### src/hw/rtl/cau_pkg.sv
// ----------------------------------------------------------------------------
// cau_pkg
// Shared widths, codes and pipeline token types of the complex arithmetic unit.
// ----------------------------------------------------------------------------
package cau_pkg;

  localparam int DW = 16;
  localparam int FW = 8;
  localparam int PW = 2 * DW;
  localparam int SW = 2 * DW + 1;
  localparam int RW = 2 * DW;
  localparam int QW = 2 * DW + FW;
  localparam int NCELLS = QW;
  localparam int LATENCY = NCELLS + 3;

  localparam logic [1:0] OP_ADD = 2'd0;
  localparam logic [1:0] OP_SUB = 2'd1;
  localparam logic [1:0] OP_MUL = 2'd2;
  localparam logic [1:0] OP_DIV = 2'd3;

  localparam logic [1:0] ST_OK  = 2'd0;
  localparam logic [1:0] ST_SAT = 2'd1;
  localparam logic [1:0] ST_DZ  = 2'd2;

  typedef struct packed {
    logic          neg;
    logic [QW-1:0] q;
    logic [RW-1:0] rem;
    logic [QW-1:0] dvd;
  } lane_t;

  typedef struct packed {
    logic          valid;
    logic [1:0]    op;
    logic          zdiv;
    logic [RW-1:0] den;
    lane_t         re;
    lane_t         im;
  } tok_t;

endpackage

### src/hw/rtl/cau_div_cell.sv
// ----------------------------------------------------------------------------
// cau_div_cell
// One restoring division step per lane on divide tokens; passes every token to the next cell.
// ----------------------------------------------------------------------------
module cau_div_cell (
  input  logic          clk,
  input  logic          rst,
  input  cau_pkg::tok_t tok_in,
  output cau_pkg::tok_t tok_out
);

  cau_pkg::tok_t tok_next;

  function automatic cau_pkg::lane_t step(cau_pkg::lane_t l, logic [cau_pkg::RW-1:0] den);
    cau_pkg::lane_t       o;
    logic [cau_pkg::RW:0] r2;
    logic                 qb;
    o  = l;
    r2 = {l.rem, l.dvd[cau_pkg::QW-1]};
    qb = (r2 >= {1'b0, den});
    if (qb) begin
      o.rem = cau_pkg::RW'(r2 - {1'b0, den});
    end else begin
      o.rem = r2[cau_pkg::RW-1:0];
    end
    o.dvd = {l.dvd[cau_pkg::QW-2:0], 1'b0};
    o.q   = {l.q[cau_pkg::QW-2:0], qb};
    return o;
  endfunction

  always_comb begin
    tok_next = tok_in;
    if (tok_in.op == cau_pkg::OP_DIV) begin
      tok_next.re = step(tok_in.re, tok_in.den);
      tok_next.im = step(tok_in.im, tok_in.den);
    end
  end

  always_ff @(posedge clk) begin
    if (rst) begin
      tok_out <= '0;
    end else begin
      tok_out <= tok_next;
    end
  end

endmodule

### config.mk
export PLATFORM = sky130hd
export DESIGN_NAME = cau_div_cell
export DESIGN_NICKNAME = d
export VERILOG_FILES = /design/src/hw/rtl/cau_pkg.sv /design/src/hw/rtl/cau_div_cell.sv
export SDC_FILE = /design/constraint.sdc
export NUM_CORES = 1
export LEC_CHECK = 0
export BUFFER_PORTS_ARGS = -buffer_cell sky130_fd_sc_hd__buf_2
export CAP_MARGIN = 20
export CELL_PAD_IN_SITES_DETAIL_PLACEMENT = 1
export CELL_PAD_IN_SITES_GLOBAL_PLACEMENT = 1
export CORE_AREA = 2 2 202 204
export DETAILED_ROUTE_END_ITERATION = 7
export DIE_AREA = 0 0 204 206
export HOLD_SLACK_MARGIN = 0.1
export PLACE_DENSITY = 0.82
export SYNTH_ARGS = -nofsm -noshare
export SYNTH_HDL_FRONTEND = slang
export SYNTH_SLANG_ARGS = --single-unit
### constraint.sdc
create_clock -name clk -period 9.18 [get_ports clk]
set_input_delay 1.377 -clock clk [delete_from_list [all_inputs] [get_ports clk]]
set_output_delay 1.377 -clock clk [all_outputs]
set_load 0.1 [all_outputs]
## After elaboration in Yosys (flattened, before gate mapping)

Cells that the tools add are included.

- $lt $le $gt $ge: 2
- Equality and inequality tests: 1
- Muxes and demuxes: 3
- Reduce and logical (&&, ||, !) cells: 1
- $add $sub $neg: 2

Operators with widths:

| cell | count |
|---|---|
| two-way mux 225 bit | 1 |
| >= comparator 33 x 32 -> 1 bit | 2 |
| two-way mux 32 bit | 2 |
| subtractor 32 bit | 2 |
| == test 2 bit, second input constant | 1 |
| OR reduction 2 bit | 1 |

- Output and inout bits: 262
- Input bits: 264
- Logic and storage cells: 23
- Flip-flop bits (word level): 262

## Logic depth before layout (Yosys ltp)

Gate-level depths: netlist of the first run.

- Word-level depth: 3
- Gate-level depth with buffers: 14
- Depth with buffers taken out: 12

## Worst setup path after synthesis of the first run

Ideal clock, no wire load.

- Path type: in2reg
- Start point: input tok_in[227] (netlist bit)
- End point: register tok_out[40] (netlist bit)
- Data required time: 9101 ps
- Data arrival time: 3821 ps
- Library setup time: 79 ps
- Cell stages on the path: 12
- Path slack: 5279 ps
- Buffers on the path: 1
- Path through: inv_1 ha_1 nor2b_4 o31a_1 o21ai_2 a311oi_2 o31ai_4 o31ai_2 a2111o_1 buf_6 mux2_4 a211oi_2

- Cells in the longest elaborated chain, start to end: 3

Ends and longest elaborated chain:

| what | RTL line | source |
|---|---|---|
| start, declared | cau_div_cell.sv:8 | `input cau_pkg::tok_t tok_in,` |
| >= comparator 33 x 32 -> 1 bit | cau_div_cell.sv:20 | `qb = (r2 >= {1'b0, den});` |
| two-way mux 32 bit | cau_div_cell.sv:21 | `if (qb) begin` |
| two-way mux 225 bit | cau_div_cell.sv:33 | `if (tok_in.op == cau_pkg::OP_DIV) begin` |
| end signal, assigned | cau_div_cell.sv:43 | `tok_out <= tok_next;` |
| end, declared | cau_div_cell.sv:9 | `output cau_pkg::tok_t tok_out` |

No other way between the ends.
A chain may end at the register's enable or synchronous reset.

## Worst setup path after layout of the first run

- Start point: input tok_in[227] (netlist bit)
- End point: register tok_out[41] (netlist bit)

- Cells in the longest elaborated chain, start to end: 3
- Elaborated cells between the ends (all ways): 4
- Classes of those cells: 1 x add/sub; 1 x order compare; 2 x mux

Ends and longest elaborated chain:

| what | RTL line |
|---|---|
| subtractor 32 bit or >= comparator 33 x 32 -> 1 bit (tied branches) | cau_div_cell.sv:22, cau_div_cell.sv:20 |
| two-way mux 32 bit * | cau_div_cell.sv:21 |
| two-way mux 225 bit * | cau_div_cell.sv:33 |

Mark *: on every way between the ends. The rest lies on a longest branch, timed or not.

==> results of run 1 <==
[critical path, delay by kind of cell]
kind                       cells  cell delay, ns
AOI/OAI and AO/OA              7            2.52
muxes                          1            0.36
adders and majority gates      1            0.30
buffers and inverters          2            0.24
and+or+nand+nor                1            0.15
[power groups by stage]
stage          clock (mW)  combinational, mW  sequential [mW]
2_1_floorplan           0              0.408             1.84
3_3_place_gp            0               1.24             1.26
3_5_place_dp            0               1.26             1.26
4_1_cts              1.26               1.27             1.24
5_1_grt              1.31               1.34             1.25
6_report             1.23               1.27             1.24
[area by class of cell]
cell class	instances	area (um2)
inverter	49	183.9
clock buffer	41	842.1
tap	532	665.6
sequential	262	5245
antenna	11	27.53
timing repair buffer	534	2716
fill	5100	23340
clock inverter	11	157.7
multi-input combinational	1210	7009
[layout by cell type (no fill, tap or decap), drive strengths merged, types with 5 or more instances in the layout]
cell type and instances:
a31oi 8, dfxtp 262, clkinv 7, o21ai 29, nor2 151, o31a 5
buf 533, o21bai 12, nand2b 7, o211ai 8, ha 64, xor2 23
a211oi 64, diode 11, nand4 15, nand3 20, nor3 30, nor2b 13
clkbuf 42, nand2 361, mux2i 35, xnor2 31, a21o 36, and2 7
o21a 16, a21oi 217, inv 49
[logic make-up (layout without fill, tap and decap cells)]
group	Yosys count	count (layout)	synth area share, %
buf+inv	159	635	5.669
mux	38	38	3.017
simple gates	625	625	20.00
fa+ha+maj	66	66	6.478
flops	262	262	40.41
xor+xnor	54	54	3.702
compound gates	427	427	20.72
other cells	0	11	0
[layer usage]
layer  up-vias  global-route usage (%)
li1       6484                       -
met1      6591                   30.83
met5         -                       0
met3       100                   5.771
met2       494                   39.33
met4         6                   7.893
[final timing paths]
| kind | to |
|---|---|
| min | tok_out[112] |
| max | tok_out[41] |
[cells in the mapped netlist (20+ instances only)]
| cell | count | share of area [%] |
|---|---|---|
| nor2_1 | 150 | 4.3 |
| nand3_1 | 20 | 0.77 |
| a211oi_1 | 62 | 3.6 |
| clkbuf_1 | 75 | 2.2 |
| nand2_1 | 360 | 10 |
| o21ai_0 | 26 | 1.0 |
| xor2_1 | 22 | 1.5 |
| mux2i_1 | 35 | 2.7 |
| a21oi_1 | 217 | 8.4 |
| dfxtp_1 | 262 | 40 |
| xnor2_1 | 31 | 2.1 |
| a21o_1 | 35 | 2.0 |
| nor3_1 | 30 | 1.2 |
| ha_1 | 64 | 6.2 |
| inv_1 | 49 | 1.4 |
[through the flow]
step	util, %	hold slack (ns)	power (mW)	setup slack, ns	cell area [um2]
floorplan	-	1.499	2.244	5.279	12980
CTS	41.81	0.9688	3.763	4.723	16800
finish	41.93	0.9964	3.740	4.702	16850
detailed placement	39.32	1.596	2.522	4.121	15800
global placement	39.32	1.593	2.504	4.267	15800
global route	41.91	0.9901	3.896	4.543	16840
==> flow_summary.ini, run 1 <==
[logic_synthesis]
synth-seq-area-share_pct = 40.41
synth_edf_count = 0
synth-async-reset-ratio_pct = 0
syn-cell-area_um2 = 12980
syn-instance-count = 1631
ys_types = 78
synth_flop_cell = dfxtp_1
yosys_warnings = 0
synth_nets = 1961
avgSynthCellArea_um2 = 7.958
synth_seq_cells = 262

[clock_tree]
clockRootBuffer = clkbuf_16
cts_made_buffers = 30
clock_sinks = 262
postCtsHoldBufs = 0
cts_resized = 0
clkTransAtPathRegs_ns = 0.06
cts_tree = built
htree_levels = 1
cts_buffer_depth = 3
post-cts-setup-buffers = 0

[routing]
dr.pass1.iters = 5
drc = 0
wl_per_cell_um = 20.11
via_per_inst = 5.160
wl_mm = 53.29
dr_wl_met2_mm = 25.38
wl_met3_mm = 3.940
wl_met1_mm = 22.41
ant_nets = 0
top_layer = met5
drt_iter0_drc = 866
num_vias = 13680

[floorplanning]
die_w_um = 204
fp.dieH_um = 206
start_util_pct = 32.30
coreArea_um2 = 40180
num_rows = 74
io_pins = 526
dieArea_um2 = 42020

[power_and_ir_drop]
internal_power_mw = 2.223
comb_power_share_pct = 34.0
powerDensity_nw_per_um2 = 222.0
p_sw_mw = 1.517
peakVddDrop_v = 0.0001500
p_seq_share_pct = 33.2
clkPwrFrac_pct = 32.9
power_switching_share_pct = 40.55
p_leak_nw = 8.375

[cells_and_area]
drive_gt1_share_pct = 28.76
syn_to_final_growth_pct = 29.81
regMostFlops = tok_out
fin_nets = 2417
top_regs = tok_out: 262 flops
finalNonFillerCells = 2650
largest_register_ffs = 262

[setup_path]
crit_required_ns = 9.68
startpoint = tok_in[227]
crit_path_cell_trace = buf_2 > inv_1 > ha_1 > nor2b_4 > o31a_1 > o21ai_2 > a311oi_2 > o31ai_4 > o31ai_2 > a2111o_2 > mux2_4 > a211oi_2
cp_max_fo = 35
critPathKind = in -> reg
startpoint_type = primary input
cp.arrival_ns = 4.98
crit_path_end_kind = register
worst_path_max_delay_cell = a2111o_2
max_stage_delay_ns = 0.91

[timing]
setup_viol = 0
min_period_over_period_pct = 48.78
max_freq_ghz = 0.2233
finalSetupTns_ns = 0
rsz0062_at_grt = no
finalMaxSlewViolations = 0
layout_min_cycle_time_ns = 4.478
maxSlewHeadroom_pct = 30.01
finalHoldViolations = 0
worstMarginPinSlew_ns = 1.050

[placed_design]
dp_cells = 2586
gp_congestion = 0.9617
place_hpwl_mm = 40.83
portBuffers = 525

[outcome]
outcome = complete, no violations

[min_path]
hold_path_class = in -> reg
hp-start = tok_in[112]
hold_path_depth = 2

[grt]
grt_overflow = 0
grt_max_degree = 95
grt_pass1_vias = 13750
grt_usage_pct = 23.95
grt_pass1_wl_mm = 79.23
antenna_found_initial = 12

[run]
drv_cap = 0
Power figures use the tool's default switching activity.
==> run 2, diff against run 1 <==
--- a/config.mk
+++ b/config.mk
@@ -5,15 +5,17 @@
 export SDC_FILE = /design/constraint.sdc
 export NUM_CORES = 1
 export LEC_CHECK = 0
+export ABC_AREA = 1
 export BUFFER_PORTS_ARGS = -buffer_cell sky130_fd_sc_hd__buf_2
 export CAP_MARGIN = 20
 export CELL_PAD_IN_SITES_DETAIL_PLACEMENT = 1
 export CELL_PAD_IN_SITES_GLOBAL_PLACEMENT = 1
-export CORE_AREA = 2 2 202 204
+export CORE_ASPECT_RATIO = 1.2
+export CORE_MARGIN = 2
+export CORE_UTILIZATION = 34
 export DETAILED_ROUTE_END_ITERATION = 7
-export DIE_AREA = 0 0 204 206
 export HOLD_SLACK_MARGIN = 0.1
-export PLACE_DENSITY = 0.82
+export PLACE_DENSITY = 0.86
 export SYNTH_ARGS = -nofsm -noshare
 export SYNTH_HDL_FRONTEND = slang
 export SYNTH_SLANG_ARGS = --single-unit
==> constraint.sdc (replaced) <==
create_clock -name clk -period 4.2 [get_ports clk]
set_input_delay 0.63 -clock clk [delete_from_list [all_inputs] [get_ports clk]]
set_output_delay 0.63 -clock clk [all_outputs]
set_load 0.1 [all_outputs]
==> run 2 against run 1 <==
  * Sequential share of layout area down 2.2 points
  * Area after synthesis up 7.9%
  * Synthesized cell count up 27%
  * Highest routed layer unchanged
  * Non-clock buffer count up 15
  * Critical endpoint is now tok_out[52]
  * Setup slack worse by 4.0 ns
==> flow_summary.ini, run 2 <==
[cells_and_area]
regArea_um2 = 5245
largest_register_ffs = 262
multi_input_area_um2 = 6784
fin_nets = 2910
top_regs = tok_out: 262 flops
drive_gt1_share_pct = 25.30
final_area_um2 = 18160
final_cell_mix = 532 x nand2_1, 525 x buf_2, 424 x inv_1
fill_cells = 5483
regMostFlops = tok_out
utilization_pct = 44.57
syn_to_final_growth_pct = 29.64
final_common_cell = nand2_1

[clock_tree]
clock_sinks = 262
clkTransAtPathRegs_ns = 0.07
post-cts-setup-buffers = 0
cts_tree = built
cts_made_buffers = 28
htree_levels = 1
cts_buffer_depth = 3
clockRootBuffer = clkbuf_16
cts_resized = 0
postCtsHoldBufs = 0

[power_and_ir_drop]
peakVddDrop_v = 0.0002857
p_leak_nw = 10.51
powerDensity_nw_per_um2 = 460.5

[timing]
finalSetupTns_ns = 0
rsz0062_at_grt = no
setup_viol = 0
max_freq_ghz = 0.2848
maxSlewHeadroom_pct = 28.20
hold_slack_ns = 0.2441
finalMaxSlewViolations = 0
layout_min_cycle_time_ns = 3.512
min_period_over_period_pct = 83.61
worstMarginPinSlew_ns = 1.076
finalHoldViolations = 0

[grt]
grt_pass1_vias = 16550
antenna_found_initial = 5
grt_overflow = 0
grt_max_degree = 154
grt_usage_pct = 32.19
grt_pass1_wl_mm = 102.8

[routing]
ant_nets = 0
drc = 0
via_per_inst = 5.159
wl_per_cell_um = 22.94
dr.pass1.iters = 5
num_vias = 16210
wl_mm = 72.10
drt_iter0_drc = 968

[logic_synthesis]
yosys.area.top_type = dfxtp_1
synth_flop_cell = dfxtp_1
synth_common_cells = 532 x nand2_1, 426 x inv_1, 262 x dfxtp_1
syn-instance-count = 2074
yosysMostFrequentCell = nand2_1
synth-async-reset-ratio_pct = 0
synth-seq-area-share_pct = 37.45
yosys_warnings = 0
synth_top_area_share_pct = 37.45
avgSynthCellArea_um2 = 6.753
synthTopCellsByArea = dfxtp_1 37%, nand2_1 14%, inv_1 11%
synth_nets = 2404
ys_types = 40
synth_edf_count = 0
synth_seq_cells = 262
syn-cell-area_um2 = 14010

[outcome]
outcome = complete, no violations

[min_path]
hold_path_class = in -> reg
hold_path_depth = 3
hp-start = tok_in[258]
min_to = tok_out[258]

[floorplanning]
coreArea_um2 = 40740
io_pins = 526
die_w_um = 189.3
num_rows = 81
start_util_pct = 34.38
fp.dieH_um = 226.3
dieArea_um2 = 42840

[setup_path]
cp_top_family = simple AND/OR/NAND/NOR gates
cp_max_fo = 33
worst_path_max_delay_cell = nor2_2
cp.arrival_ns = 3.99
crit_path_end_kind = register
max_stage_delay_ns = 0.81
crit_path_cell_trace = buf_2 > inv_1 > ha_1 > nand2_1 > nor2_2 > inv_1 > nor2_1 > nand3_2 > nand3_2 > nor2_2 > nand2_2 > buf_4 > nand3_2 > nand3_1 > nand2_1 > inv_1
crit_buf_inv = 5
startpoint_type = primary input
critPathKind = in -> reg
crit_required_ns = 4.68

[run]
drv_cap = 0

[placed_design]
placed_area_um2 = 17160
portBuffers = 525
gp_congestion = 1.034
place_hpwl_mm = 59.89
[run 2: metal layers]
| layer | wire (um) | global-route usage (%) | up-vias |
|---|---|---|---|
| met3 | 6081 | 8.900 | 149 |
| li1 | - | - | 7556 |
| met1 | 28290 | 37.30 | 7826 |
| met2 | 34680 | 56.45 | 679 |
| met5 | 23 | 0 | - |
| met4 | 3027 | 12.03 | 4 |
[run 2: cell type report]
cell class              count  area share, %
diodes                      3        0.04135
clock buffers              36          4.355
clock inverters            15          1.082
inverters                 432          8.958
multi-input cells        1307          37.36
flip-flops and latches    262          28.89
well taps                 539          3.714
repair buffers            549          15.60
[run 2: worst max path at each step]
stage	depth (start not counted)	slack (ns)	endpoint	startpoint
6_report	16	0.69	tok_out[52]	tok_in[233]
3_5_place_dp	14	0.13	tok_out[67]	tok_in[237]
2_1_floorplan	15	1.91	tok_out[181]	tok_in[233]
5_1_grt	16	0.51	tok_out[68]	tok_in[246]
3_3_place_gp	16	0.23	tok_out[52]	tok_in[237]
4_1_cts	14	0.75	tok_out[67]	tok_in[237]
[run 2: cell families after synthesis]
kind of cell	count (synthesis)	synth area share, %
adder cells (fa/ha/maj)	66	6.003
XOR/XNOR	24	1.501
AND/OR/NAND/NOR	961	30.00
buffers and inverters	505	14.13
flip-flops	262	37.45
AO/OA/AOI/OAI	256	10.92
[run 2: power breakdown]
group          internal (mW)  switching (mW)
Clock                   1.53            1.13
Combinational          0.577            2.40
Sequential              2.67          0.0629
Total                   4.77            3.59
[run 2: tightest hold or removal path: cells and delay by family]
kind,cells,cell delay (ns)
buffers and inverters,2,0.11
and+or+nand+nor,1,0.06
[run 2: metrics by stage]
stage | worst slack (ns) | power [mW] | instances
5_1_grt | 0.5145 | 8.659 | 3141
4_1_cts | 0.7471 | 8.391 | 3140
2_1_floorplan | 1.907 | 4.941 | 2074
6_report | 0.6882 | 8.362 | 3143
3_3_place_gp | 0.2294 | 5.693 | 3089
3_5_place_dp | 0.1275 | 5.725 | 3089
