### config.mk
export PLATFORM = sky130hd
export DESIGN_NAME = cau_back
export DESIGN_NICKNAME = d
export VERILOG_FILES = /design/src/hw/rtl/cau_pkg.sv /design/src/hw/rtl/cau_back.sv
export SDC_FILE = /design/constraint.sdc
export NUM_CORES = 1
export LEC_CHECK = 0
export BUFFER_PORTS_ARGS = -buffer_cell sky130_fd_sc_hd__buf_2
export CAP_MARGIN = 25
export CORE_UTILIZATION = 35
export DETAILED_ROUTE_END_ITERATION = 8
export PLACE_DENSITY = 0.59
export SLEW_MARGIN = 10
export SYNTH_ARGS = -nofsm -noshare
export SYNTH_HDL_FRONTEND = slang
export SYNTH_SLANG_ARGS = --single-unit
### constraint.sdc
create_clock -name clk -period 7.55 [get_ports clk]
set_clock_uncertainty 0.2 [all_clocks]
set_input_delay 1.51 -clock clk [delete_from_list [all_inputs] [get_ports clk]]
set_output_delay 1.51 -clock clk [all_outputs]
set_load 0.01 [all_outputs]
### src/hw/rtl/cau_pkg.sv
// ----------------------------------------------------------------------------
// cau_pkg
// Shared widths, codes and pipeline token types of the complex arithmetic unit.
// ----------------------------------------------------------------------------
package cau_pkg;

  localparam int DW = 16;
  localparam int FW = 8;
  localparam int PW = 2 * DW;
  localparam int SW = 2 * DW + 1;
  localparam int RW = 2 * DW;
  localparam int QW = 2 * DW + FW;
  localparam int NCELLS = QW;
  localparam int LATENCY = NCELLS + 3;

  localparam logic [1:0] OP_ADD = 2'd0;
  localparam logic [1:0] OP_SUB = 2'd1;
  localparam logic [1:0] OP_MUL = 2'd2;
  localparam logic [1:0] OP_DIV = 2'd3;

  localparam logic [1:0] ST_OK  = 2'd0;
  localparam logic [1:0] ST_SAT = 2'd1;
  localparam logic [1:0] ST_DZ  = 2'd2;

  typedef struct packed {
    logic          neg;
    logic [QW-1:0] q;
    logic [RW-1:0] rem;
    logic [QW-1:0] dvd;
  } lane_t;

  typedef struct packed {
    logic          valid;
    logic [1:0]    op;
    logic          zdiv;
    logic [RW-1:0] den;
    lane_t         re;
    lane_t         im;
  } tok_t;

endpackage

### src/hw/rtl/cau_back.sv
// ----------------------------------------------------------------------------
// cau_back
// Rounding, saturation and status of the finished token; output register.
// ----------------------------------------------------------------------------
module cau_back (
  input  logic                          clk,
  input  logic                          rst,
  input  cau_pkg::tok_t                 tok,
  output logic                          done,
  output logic signed [cau_pkg::DW-1:0] res_re,
  output logic signed [cau_pkg::DW-1:0] res_im,
  output logic [1:0]                    status
);

  localparam logic [cau_pkg::QW:0] HALF =
    (cau_pkg::FW > 0) ? (cau_pkg::QW+1)'(1) << (cau_pkg::FW - 1) : '0;
  localparam logic [cau_pkg::QW:0] LIM = (cau_pkg::QW+1)'(1) << (cau_pkg::DW - 1);

  logic [cau_pkg::QW:0]   mag_re, mag_im;
  logic [cau_pkg::DW-1:0] fin_re, fin_im;
  logic                   sat_re, sat_im;

  function automatic logic [cau_pkg::QW:0] lane_mag(cau_pkg::lane_t l, logic [1:0] op,
                                                   logic [cau_pkg::RW-1:0] den);
    logic [cau_pkg::QW:0] m;
    logic                 rnd;
    rnd = ({l.rem, 1'b0} >= {1'b0, den});
    unique case (op)
      cau_pkg::OP_DIV: m = (cau_pkg::QW+1)'(l.q) + (cau_pkg::QW+1)'(rnd);
      cau_pkg::OP_MUL: m = ((cau_pkg::QW+1)'(l.q) + HALF) >> cau_pkg::FW;
      default:         m = (cau_pkg::QW+1)'(l.q);
    endcase
    return m;
  endfunction

  always_comb begin
    mag_re = lane_mag(tok.re, tok.op, tok.den);
    mag_im = lane_mag(tok.im, tok.op, tok.den);
    if (tok.re.neg) begin
      sat_re = mag_re > LIM;
      fin_re = sat_re ? cau_pkg::DW'(-LIM) : cau_pkg::DW'(-mag_re);
    end else begin
      sat_re = mag_re > LIM - 1'b1;
      fin_re = sat_re ? cau_pkg::DW'(LIM - 1'b1) : cau_pkg::DW'(mag_re);
    end
    if (tok.im.neg) begin
      sat_im = mag_im > LIM;
      fin_im = sat_im ? cau_pkg::DW'(-LIM) : cau_pkg::DW'(-mag_im);
    end else begin
      sat_im = mag_im > LIM - 1'b1;
      fin_im = sat_im ? cau_pkg::DW'(LIM - 1'b1) : cau_pkg::DW'(mag_im);
    end
  end

  always_ff @(posedge clk) begin
    if (tok.op == cau_pkg::OP_DIV && tok.zdiv) begin
      res_re <= '0;
      res_im <= '0;
      status <= cau_pkg::ST_DZ;
    end else begin
      res_re <= fin_re;
      res_im <= fin_im;
      status <= (sat_re || sat_im) ? cau_pkg::ST_SAT : cau_pkg::ST_OK;
    end
    if (rst) begin
      done <= 1'b0;
    end else begin
      done <= tok.valid;
    end
  end

endmodule
======== After elaboration in Yosys (flattened, before gate mapping) ========
Index checks and enable logic that the tools add are counted.
operators by class
  add/sub/neg operators ................... 6
  order comparisons ....................... 6
  equal/unequal tests ..................... 2
  multiplexer cells ....................... 11
  reduce and logical (&&, ||, !) cells .... 2
operator list
  cell                                                   number
  one-hot mux 41 bit (2 select lines)                    2
  two-way mux 16 bit                                     6
  adder 40 x 1 -> 41 bit                                 2
  adder 40 x 8 -> 41 bit (second input constant)         2
  > comparator 41 x 15 -> 1 bit (second input constant)  2
  > comparator 41 x 16 -> 1 bit (second input constant)  2
  greater-or-equal comparator 33 x 32 -> 1 bit           2
  negator 16 bit                                         2
  equality test 2 bit (second input constant)            2
  two-way mux 1 bit                                      3
  logical AND 1 bit                                      1
  logical OR 1 bit                                       1
word-level totals
  flip-flop bits (word level) ............. 35
  bits of input ports ..................... 264
  logic and storage cells ................. 31

======== Logic depth before layout (Yosys ltp) ========
Gate-level depths: netlist of the first run.
  depth after elaboration ................. 7
  depth in mapped cells ................... 26

======== Least setup slack after synthesis of the first run ========
Ideal clock, no wire load.
  kind .................................... in2reg
  start point ............................. input tok[227] (netlist name)
  end point ............................... register res_im[0] (netlist name)
  setup time .............................. 0.066 ns
  arrival time ............................ 5.696 ns
  data required time ...................... 7.284 ns
  slack ................................... 1.588 ns
  cell stages on the path ................. 25
  path buffers ............................ 2
  cell sequence ........................... inv_1 ha_1 nor2b_1 o21a_1 o21a_1 o21a_1 o21a_1 o21a_1 o21a_1 o211ai_1 a21oi_1 a211o_1 ha_1 nand3_1 nor3_1 or4_1 clkbuf_1 nand3b_4 nor3_2 nand3_2 o31ai_1 and2_2 a21o_1 buf_4 a21boi_2
on the way
  longest elaborated chain between the ends .. 6
  elaborated cells between the ends (all ways) .. 9
RTL lines
  item                                                   RTL line                        source
  from (decl)                                            cau_back.sv:8                   input cau_pkg::tok_t tok,
  greater-or-equal comparator 33 x 32 -> 1 bit *         cau_back.sv:27                  rnd = ({l.rem, 1'b0} >= {1'b0, den});
  adder 40 x 1 -> 41 bit *                               cau_back.sv:29                  cau_pkg::OP_DIV: m = (cau_pkg::QW+1)'(l.q) + (cau_pkg::QW+1)'(rnd);
  one-hot mux 41 bit (2 select lines) *                  cau_back.sv:28                  unique case (op)
  > comparator 41 x 15 -> 1 bit (tied with other cells)  cau_back.sv:50                  sat_im = mag_im > LIM - 1'b1;
  two-way mux 16 bit, on equally long branches           cau_back.sv:51, cau_back.sv:48
  two-way mux 16 bit *                                   cau_back.sv:46                  if (tok.im.neg) begin
  to (signal assigned)                                   cau_back.sv:62                  res_im <= fin_im;
  to (decl)                                              cau_back.sv:11                  output logic signed [cau_pkg::DW-1:0] res_im,
Every way passes the cells marked *; elsewhere a longest branch is shown, timed or not.
A chain may end at the register's enable or synchronous reset.

======== Worst setup path in the final report of the first run ========
  start point ............................. input tok[227] (netlist name)
  end point ............................... register res_im[1] (netlist name)
Same word-level chain as after synthesis.

==> flow_summary.ini, run 1 <==
[timing]
timing.fmax_mhz = 149
hold_viol_final = 0
period_share = 0.886
tightest_slew_ps = 970
final-setup-viol-count = 0
maxSlewViolCount = 0
setup_repair_after_global_routing_missed_its_margin = no
final_critical_path_setup_slack_ps = 858
period_needed_ps = 6690
fin_setup_tns_ps = 0
tightest_slew_margin_relative_to_the_limit = 0.348

[placed_design]
port_buffers = 218
post-dp-hpwl_mm = 22.4
post-place-ws_ps = 652
gp_congestion = 0.906

[cells_and_area]
layout.nets = 1578
fraction_of_layout_instances_using_a_drive_strength_above_1 = 0.224
layout.cells.most_common_list = sky130_fd_sc_hd__buf_2 (218), sky130_fd_sc_hd__nor2_1 (85), sky130_fd_sc_hd__nand2_1 (80), sky130_fd_sc_hd__ha_1 (72), sky130_fd_sc_hd__nand4_1 (71)
fillerInstances = 2271
area.growth.synth_to_final_pct = 18.3
layout_commonest_cell = sky130_fd_sc_hd__buf_2

[clock_network]
cts_resized = 0
cts_tree = yes
clkSlewWorstSetupHoldPaths_ps = 50
cts_max_level = 2
post-cts-setup-buffer-count = 0
cts-root-buf = sky130_fd_sc_hd__clkbuf_16
cts-hold-fix-buffers = 0
cts_made_buffers = 5
numClockSinks = 35
cts_max_path_buffers = 2

[run_status]
status = finished clean

[synthesis]
cell_count_after_synthesis = 1067
syn_avg_cell_area_um2 = 7.10
number_of_library_cell_types_mapped_by_synthesis = 88
synthesis.nets = 1403
asyncSetResetFlopFracSynth = 0
synth_seq_cells = 35
number_of_enable_flip_flop_cells_after_synthesis = 0
synth_flop_cell = sky130_fd_sc_hd__dfxtp_1
synth_warnings = 0
seq_area_frac_synth = 0.0925
synth.cell_area_mm2 = 0.00758

[hold_path]
startpoint_of_the_lowest_slack_hold_path = rst
hold_path_depth = 2
timing.hold.worst.class = input pin to register
hold-path-endpoint = done$_SDFF_PP0_

[worst_setup_path]
cp_max_fo = 10
worstPathArrival_ps = 6710
worst_setup_path_start_kind = input pin
crit_required_ps = 7570
timing.critical_path.to_type = register
critical_path_class = input pin to register

[power]
static-leakage-power_uw = 0.00372
design_power_total_uw = 816
max-vdd-ir-drop_mv = 0.0645
powerDensity_mw_per_mm2 = 91.1

[floorplan]
starting_density_of_the_core = 0.358
num_rows = 53
floorplan.die.height_um = 149
io-pin-count = 299
die_extent_in_x_um = 149
dieArea_mm2 = 0.0222
core-area_mm2 = 0.0212

[grt]
grt_busiest_layer = met2
grtUsageMet1 = 0.320
all_layer_global_routing_usage = 0.239
grt_pass1_vias = 8261
antenna_found_initial = 5
globalRouteOverflowTotal = 0
groute.layer.met3.usage = 0.0309
grt_start_max_net_pins = 41
grt_util_met2 = 0.403
grt_first_pass_wirelength_mm = 42.9

[route]
routed_wl_mm = 27.3
detailed_router_s_first_iteration_violation_count = 648
antenna_violating_nets_remaining = 0
detail_route.drc_violations = 0
number_of_vias_in_the_routed_layout = 8993
via_density_per_instance = 5.91
post_detailed_route_wirelength_per_cell_um = 17.9
detail_route.first_pass.iterations = 5

[job]
timing.max_cap.violations = 0
==> worst max-delay path, cell delays in order <==
cell                       delay, ps
sky130_fd_sc_hd__buf_2            90
sky130_fd_sc_hd__inv_1            90
sky130_fd_sc_hd__ha_1            230
sky130_fd_sc_hd__nor2b_1         150
sky130_fd_sc_hd__o21a_1          170
sky130_fd_sc_hd__o21a_1          160
sky130_fd_sc_hd__o21a_1          160
sky130_fd_sc_hd__o21a_1          160
sky130_fd_sc_hd__o21a_1          160
sky130_fd_sc_hd__o21a_1          160
sky130_fd_sc_hd__o211ai_1        180
sky130_fd_sc_hd__a21oi_1         120
sky130_fd_sc_hd__a211o_1         340
sky130_fd_sc_hd__ha_1            240
sky130_fd_sc_hd__nand4_1         210
sky130_fd_sc_hd__nor3_1          190
sky130_fd_sc_hd__a41oi_1         250
sky130_fd_sc_hd__o221ai_1        370
sky130_fd_sc_hd__nor3b_1         480
sky130_fd_sc_hd__nand3_2         170
sky130_fd_sc_hd__o31ai_1         310
sky130_fd_sc_hd__and2_2          240
sky130_fd_sc_hd__a21o_1          320
sky130_fd_sc_hd__o311a_1         250
==> sequential cells by signal (all words and copies together) (netlist names) <==
register,count
status,2
done,1
res_re,16
res_im,16
==> layer usage <==
| metal | routed length (um) | vias to the layer above | part of all wire |
|---|---|---|---|
| met4 | 372 | 4 | 0.014 |
| li1 | - | 4414 | - |
| met3 | 2200 | 33 | 0.081 |
| met1 | 12100 | 4140 | 0.45 |
| met5 | 22 | - | 0.00081 |
| met2 | 12500 | 402 | 0.46 |
==> power breakdown <==
group	internal [uW]	switching (uW)
registers	200	3.39
clock network	140	78.1
logic	158	236
==> worst max-delay path by stage <==
stage / endpoint / from / slack [ps]
2_1_floorplan: res_im[0]$_SDFF_PP0_ / tok[227] / 1590
3_3_place_gp: res_im[1]$_SDFF_PP0_ / tok[227] / 720
3_5_place_dp: res_im[1]$_SDFF_PP0_ / tok[227] / 650
4_1_cts: res_im[1]$_SDFF_PP0_ / tok[227] / 940
5_1_grt: res_im[4]$_SDFF_PP0_ / tok[227] / 420
6_report: res_im[1]$_SDFF_PP0_ / tok[227] / 860
==> through the flow <==
stage                     std cells  hold WS, ps  cell area, um2   util
final                          1521         1190            8960  0.424
after global routing           1519         1190            8960  0.423
after CTS                      1518         1190            8950  0.423
after detailed placement       1510         1490            8790  0.416
after global placement         1510         1480            8790  0.416
after floorplan                1067         1380            7580      -
==> final cells by class <==
class | instances | area [um2] | area share
Antenna cell | 3 | 7.51 | 0.000838
Tap cell | 275 | 344 | 0.0384
Sequential cell | 35 | 701 | 0.0782
Multi-Input combinational cell | 917 | 6390 | 0.713
Timing Repair Buffer | 225 | 1140 | 0.128
Clock inverter | 1 | 7.51 | 0.000838
Inverter | 58 | 218 | 0.0243
Clock buffer | 7 | 153 | 0.0170
==> logic make-up after synthesis <==
logic type | after synthesis | share of synthesized area
and+or+nand+nor | 508 | 0.388
AOI/OAI and AO/OA | 248 | 0.232
buffers and inverters | 115 | 0.0646
xor gates and xnor gates | 80 | 0.0925
adders and majority gates | 72 | 0.119
DFF | 35 | 0.0925
muxes | 9 | 0.0121
==> synthesized netlist by cell type, types with 8 or more instances <==
| cell | n | share of area |
|---|---|---|
| sky130_fd_sc_hd__nor2_1 | 85 | 0.042 |
| sky130_fd_sc_hd__nand2_1 | 80 | 0.040 |
| sky130_fd_sc_hd__ha_1 | 72 | 0.12 |
| sky130_fd_sc_hd__nand4_1 | 71 | 0.059 |
| sky130_fd_sc_hd__inv_1 | 56 | 0.028 |
| sky130_fd_sc_hd__nand3_1 | 55 | 0.036 |
| sky130_fd_sc_hd__o21ai_0 | 52 | 0.034 |
| sky130_fd_sc_hd__xnor2_1 | 47 | 0.054 |
| sky130_fd_sc_hd__a21oi_1 | 43 | 0.028 |
| sky130_fd_sc_hd__nor3_1 | 37 | 0.024 |
| sky130_fd_sc_hd__dfxtp_1 | 35 | 0.092 |
| sky130_fd_sc_hd__xor2_1 | 33 | 0.038 |
| sky130_fd_sc_hd__nor4_1 | 29 | 0.024 |
| sky130_fd_sc_hd__buf_2 | 25 | 0.017 |
| sky130_fd_sc_hd__and3_1 | 24 | 0.020 |
| sky130_fd_sc_hd__clkbuf_1 | 22 | 0.011 |
| sky130_fd_sc_hd__nand2b_1 | 17 | 0.014 |
| sky130_fd_sc_hd__a31oi_1 | 15 | 0.012 |
| sky130_fd_sc_hd__a21o_1 | 14 | 0.014 |
| sky130_fd_sc_hd__nor2b_1 | 14 | 0.012 |
| sky130_fd_sc_hd__o21a_1 | 13 | 0.013 |
| sky130_fd_sc_hd__or3_1 | 12 | 0.0099 |
| sky130_fd_sc_hd__and2_1 | 11 | 0.0091 |
| sky130_fd_sc_hd__and4_1 | 11 | 0.013 |
| sky130_fd_sc_hd__o211ai_1 | 11 | 0.011 |
| sky130_fd_sc_hd__o311a_1 | 11 | 0.015 |
| sky130_fd_sc_hd__o221ai_1 | 9 | 0.010 |
| sky130_fd_sc_hd__mux2i_1 | 8 | 0.011 |
No activity file was read; power rests on OpenSTA's default activity.
==> run 2: changes to the inputs <==
CORE_ASPECT_RATIO = 1.1   (was default)
PLACE_DENSITY = 0.6   (was 0.59)
==> run 2 against run 1 <==
Net effect: sequential power about the same; first-iteration DRC count up 15%; hold slack worse by 7.4 ps; clock power down 2%; critical path type unchanged.
==> flow_summary.ini, run 2 (synthesis results as in run 1) <==
[run_status]
status = finished clean

[timing]
hold_viol_final = 0
timing.fmax_mhz = 149
setup_repair_after_global_routing_missed_its_margin = no
period_share = 0.891
fin_setup_tns_ps = 0
tightest_slew_ps = 881
maxSlewViolCount = 0
tightest_slew_margin_relative_to_the_limit = 0.409
final_critical_path_setup_slack_ps = 821
final-setup-viol-count = 0
period_needed_ps = 6730

[clock_network]
numClockSinks = 35
cts_made_buffers = 5
cts-hold-fix-buffers = 0
post-cts-setup-buffer-count = 0
cts_max_path_buffers = 2
cts-root-buf = sky130_fd_sc_hd__clkbuf_16
clkSlewWorstSetupHoldPaths_ps = 50
cts_max_level = 2
cts_tree = yes
cts_resized = 0

[floorplan]
floorplan.die.height_um = 156
starting_density_of_the_core = 0.356
dieArea_mm2 = 0.0222
core-area_mm2 = 0.0213
num_rows = 56
io-pin-count = 299
die_extent_in_x_um = 142

[worst_setup_path]
cp_max_fo = 10
worst-path-buf-inv = 3
critical_path_class = input pin to register
timing.critical_path.to_type = register
worst_setup_path_start_kind = input pin
worstPathCellList = buf_2 > inv_1 > ha_1 > nand4_1 > or4b_2 > nor3_1 > nand3_1 > o2111ai_1 > a21o_1 > ha_1 > and3_1 > nand4_1 > nor3_1 > mux2i_1 > a21oi_1 > a2bb2oi_1 > nor4_2 > nor4b_4 > buf_4 > a21oi_1 > o211ai_1
cp_slowest_cell = sky130_fd_sc_hd__or4b_2
cpLargestDelayFamily = simple AND/OR/NAND/NOR gates
slowest_delay_ps = 640
worstPathArrival_ps = 6720
crit_required_ps = 7540

[power]
switchingPower_uw = 310
static-leakage-power_uw = 0.00373
p_clk_frac = 0.264
internal_power_uw = 499
p_comb_frac = 0.484
p_seq_frac = 0.252
max-vdd-ir-drop_mv = 0.0616
powerDensity_mw_per_mm2 = 90.1
power_switching_share = 0.383

[placed_design]
post-place-ws_ps = 581
port_buffers = 218
placed_area_mm2 = 0.00882
post-dp-hpwl_mm = 21.9
gp_congestion = 0.907

[hold_path]
hold-path-endpoint = done$_SDFF_PP0_
hold_path_depth = 2
timing.hold.worst.class = input pin to register
startpoint_of_the_lowest_slack_hold_path = rst

[cells_and_area]
area.growth.synth_to_final_pct = 18.5
design_area_mm2 = 0.00898
layout.nets = 1579
fillerInstances = 2334
largest_registers_ranked_by_flip_flop_count = res_im: 16 flops, res_re: 16 flops, status: 2 flops
layout.cells.most_common_list = sky130_fd_sc_hd__buf_2 (218), sky130_fd_sc_hd__nor2_1 (85), sky130_fd_sc_hd__nand2_1 (80), sky130_fd_sc_hd__ha_1 (72), sky130_fd_sc_hd__nand4_1 (71)
layout_commonest_cell = sky130_fd_sc_hd__buf_2
multi_input_area_mm2 = 0.00639
fraction_of_layout_instances_using_a_drive_strength_above_1 = 0.223
antenna-diode-count = 0
area.sequential_um2 = 701

[grt]
antenna_found_initial = 3
grt_pass1_vias = 8294
globalRouteOverflowTotal = 0
grt_start_max_net_pins = 41
all_layer_global_routing_usage = 0.235
grt_first_pass_wirelength_mm = 42.3

[route]
routed_wl_mm = 26.5
detail_route.drc_violations = 0
number_of_vias_in_the_routed_layout = 8959
antenna_violating_nets_remaining = 0
detailed_router_s_first_iteration_violation_count = 747
post_detailed_route_wirelength_per_cell_um = 17.3
detail_route.first_pass.iterations = 5
via_density_per_instance = 5.84

[job]
timing.max_cap.violations = 0
## run 2: final cells by class
type	instances	area share
Clock buffer	8	0.0174
Inverter	58	0.0243
Multi-Input combinational cell	917	0.712
Sequential cell	35	0.0781
Tap cell	290	0.0404
Timing Repair Buffer	226	0.128
## run 2: metrics by stage
| step | total power [uW] | hold slack, ps | util | std cells |
|---|---|---|---|---|
| 6_report | 809 | 1180 | 0.421 | 1534 |
| 5_1_grt | 868 | 1200 | 0.421 | 1534 |
| 4_1_cts | 813 | 1180 | 0.421 | 1534 |
| 3_5_place_dp | 596 | 1480 | 0.414 | 1526 |
| 3_3_place_gp | 591 | 1480 | 0.414 | 1526 |
| 2_1_floorplan | 453 | 1380 | - | 1067 |
## run 2: how the worst max path moves through the flow
stage	slack (ps)	cells after the start	start	endpoint
after floorplan	1590	25	tok[227]	res_im[0]$_SDFF_PP0_
after detailed placement	580	21	tok[254]	res_re[14]$_SDFF_PP0_
after global routing	450	21	tok[254]	res_re[12]$_SDFF_PP0_
after CTS	850	21	tok[254]	res_re[14]$_SDFF_PP0_
after global placement	610	21	tok[254]	res_re[14]$_SDFF_PP0_
final	820	21	tok[254]	res_re[14]$_SDFF_PP0_
## run 2: layer usage
layer / global-route usage / up-vias / part of all wire
li1: - / 4408 / -
met1: 0.314 / 4183 / 0.45
met2: 0.403 / 335 / 0.47
met3: 0.0236 / 31 / 0.067
met4: 0.0568 / 2 / 0.014
met5: 0 / - / 0.00030
## run 2: power groups by stage
stage          logic, uW  registers, uW  clock network, uW
2_1_floorplan        237            216                  0
3_3_place_gp         384            207                  0
3_5_place_dp         388            208                  0
4_1_cts              390            204                219
5_1_grt              436            205                227
6_report             391            204                214
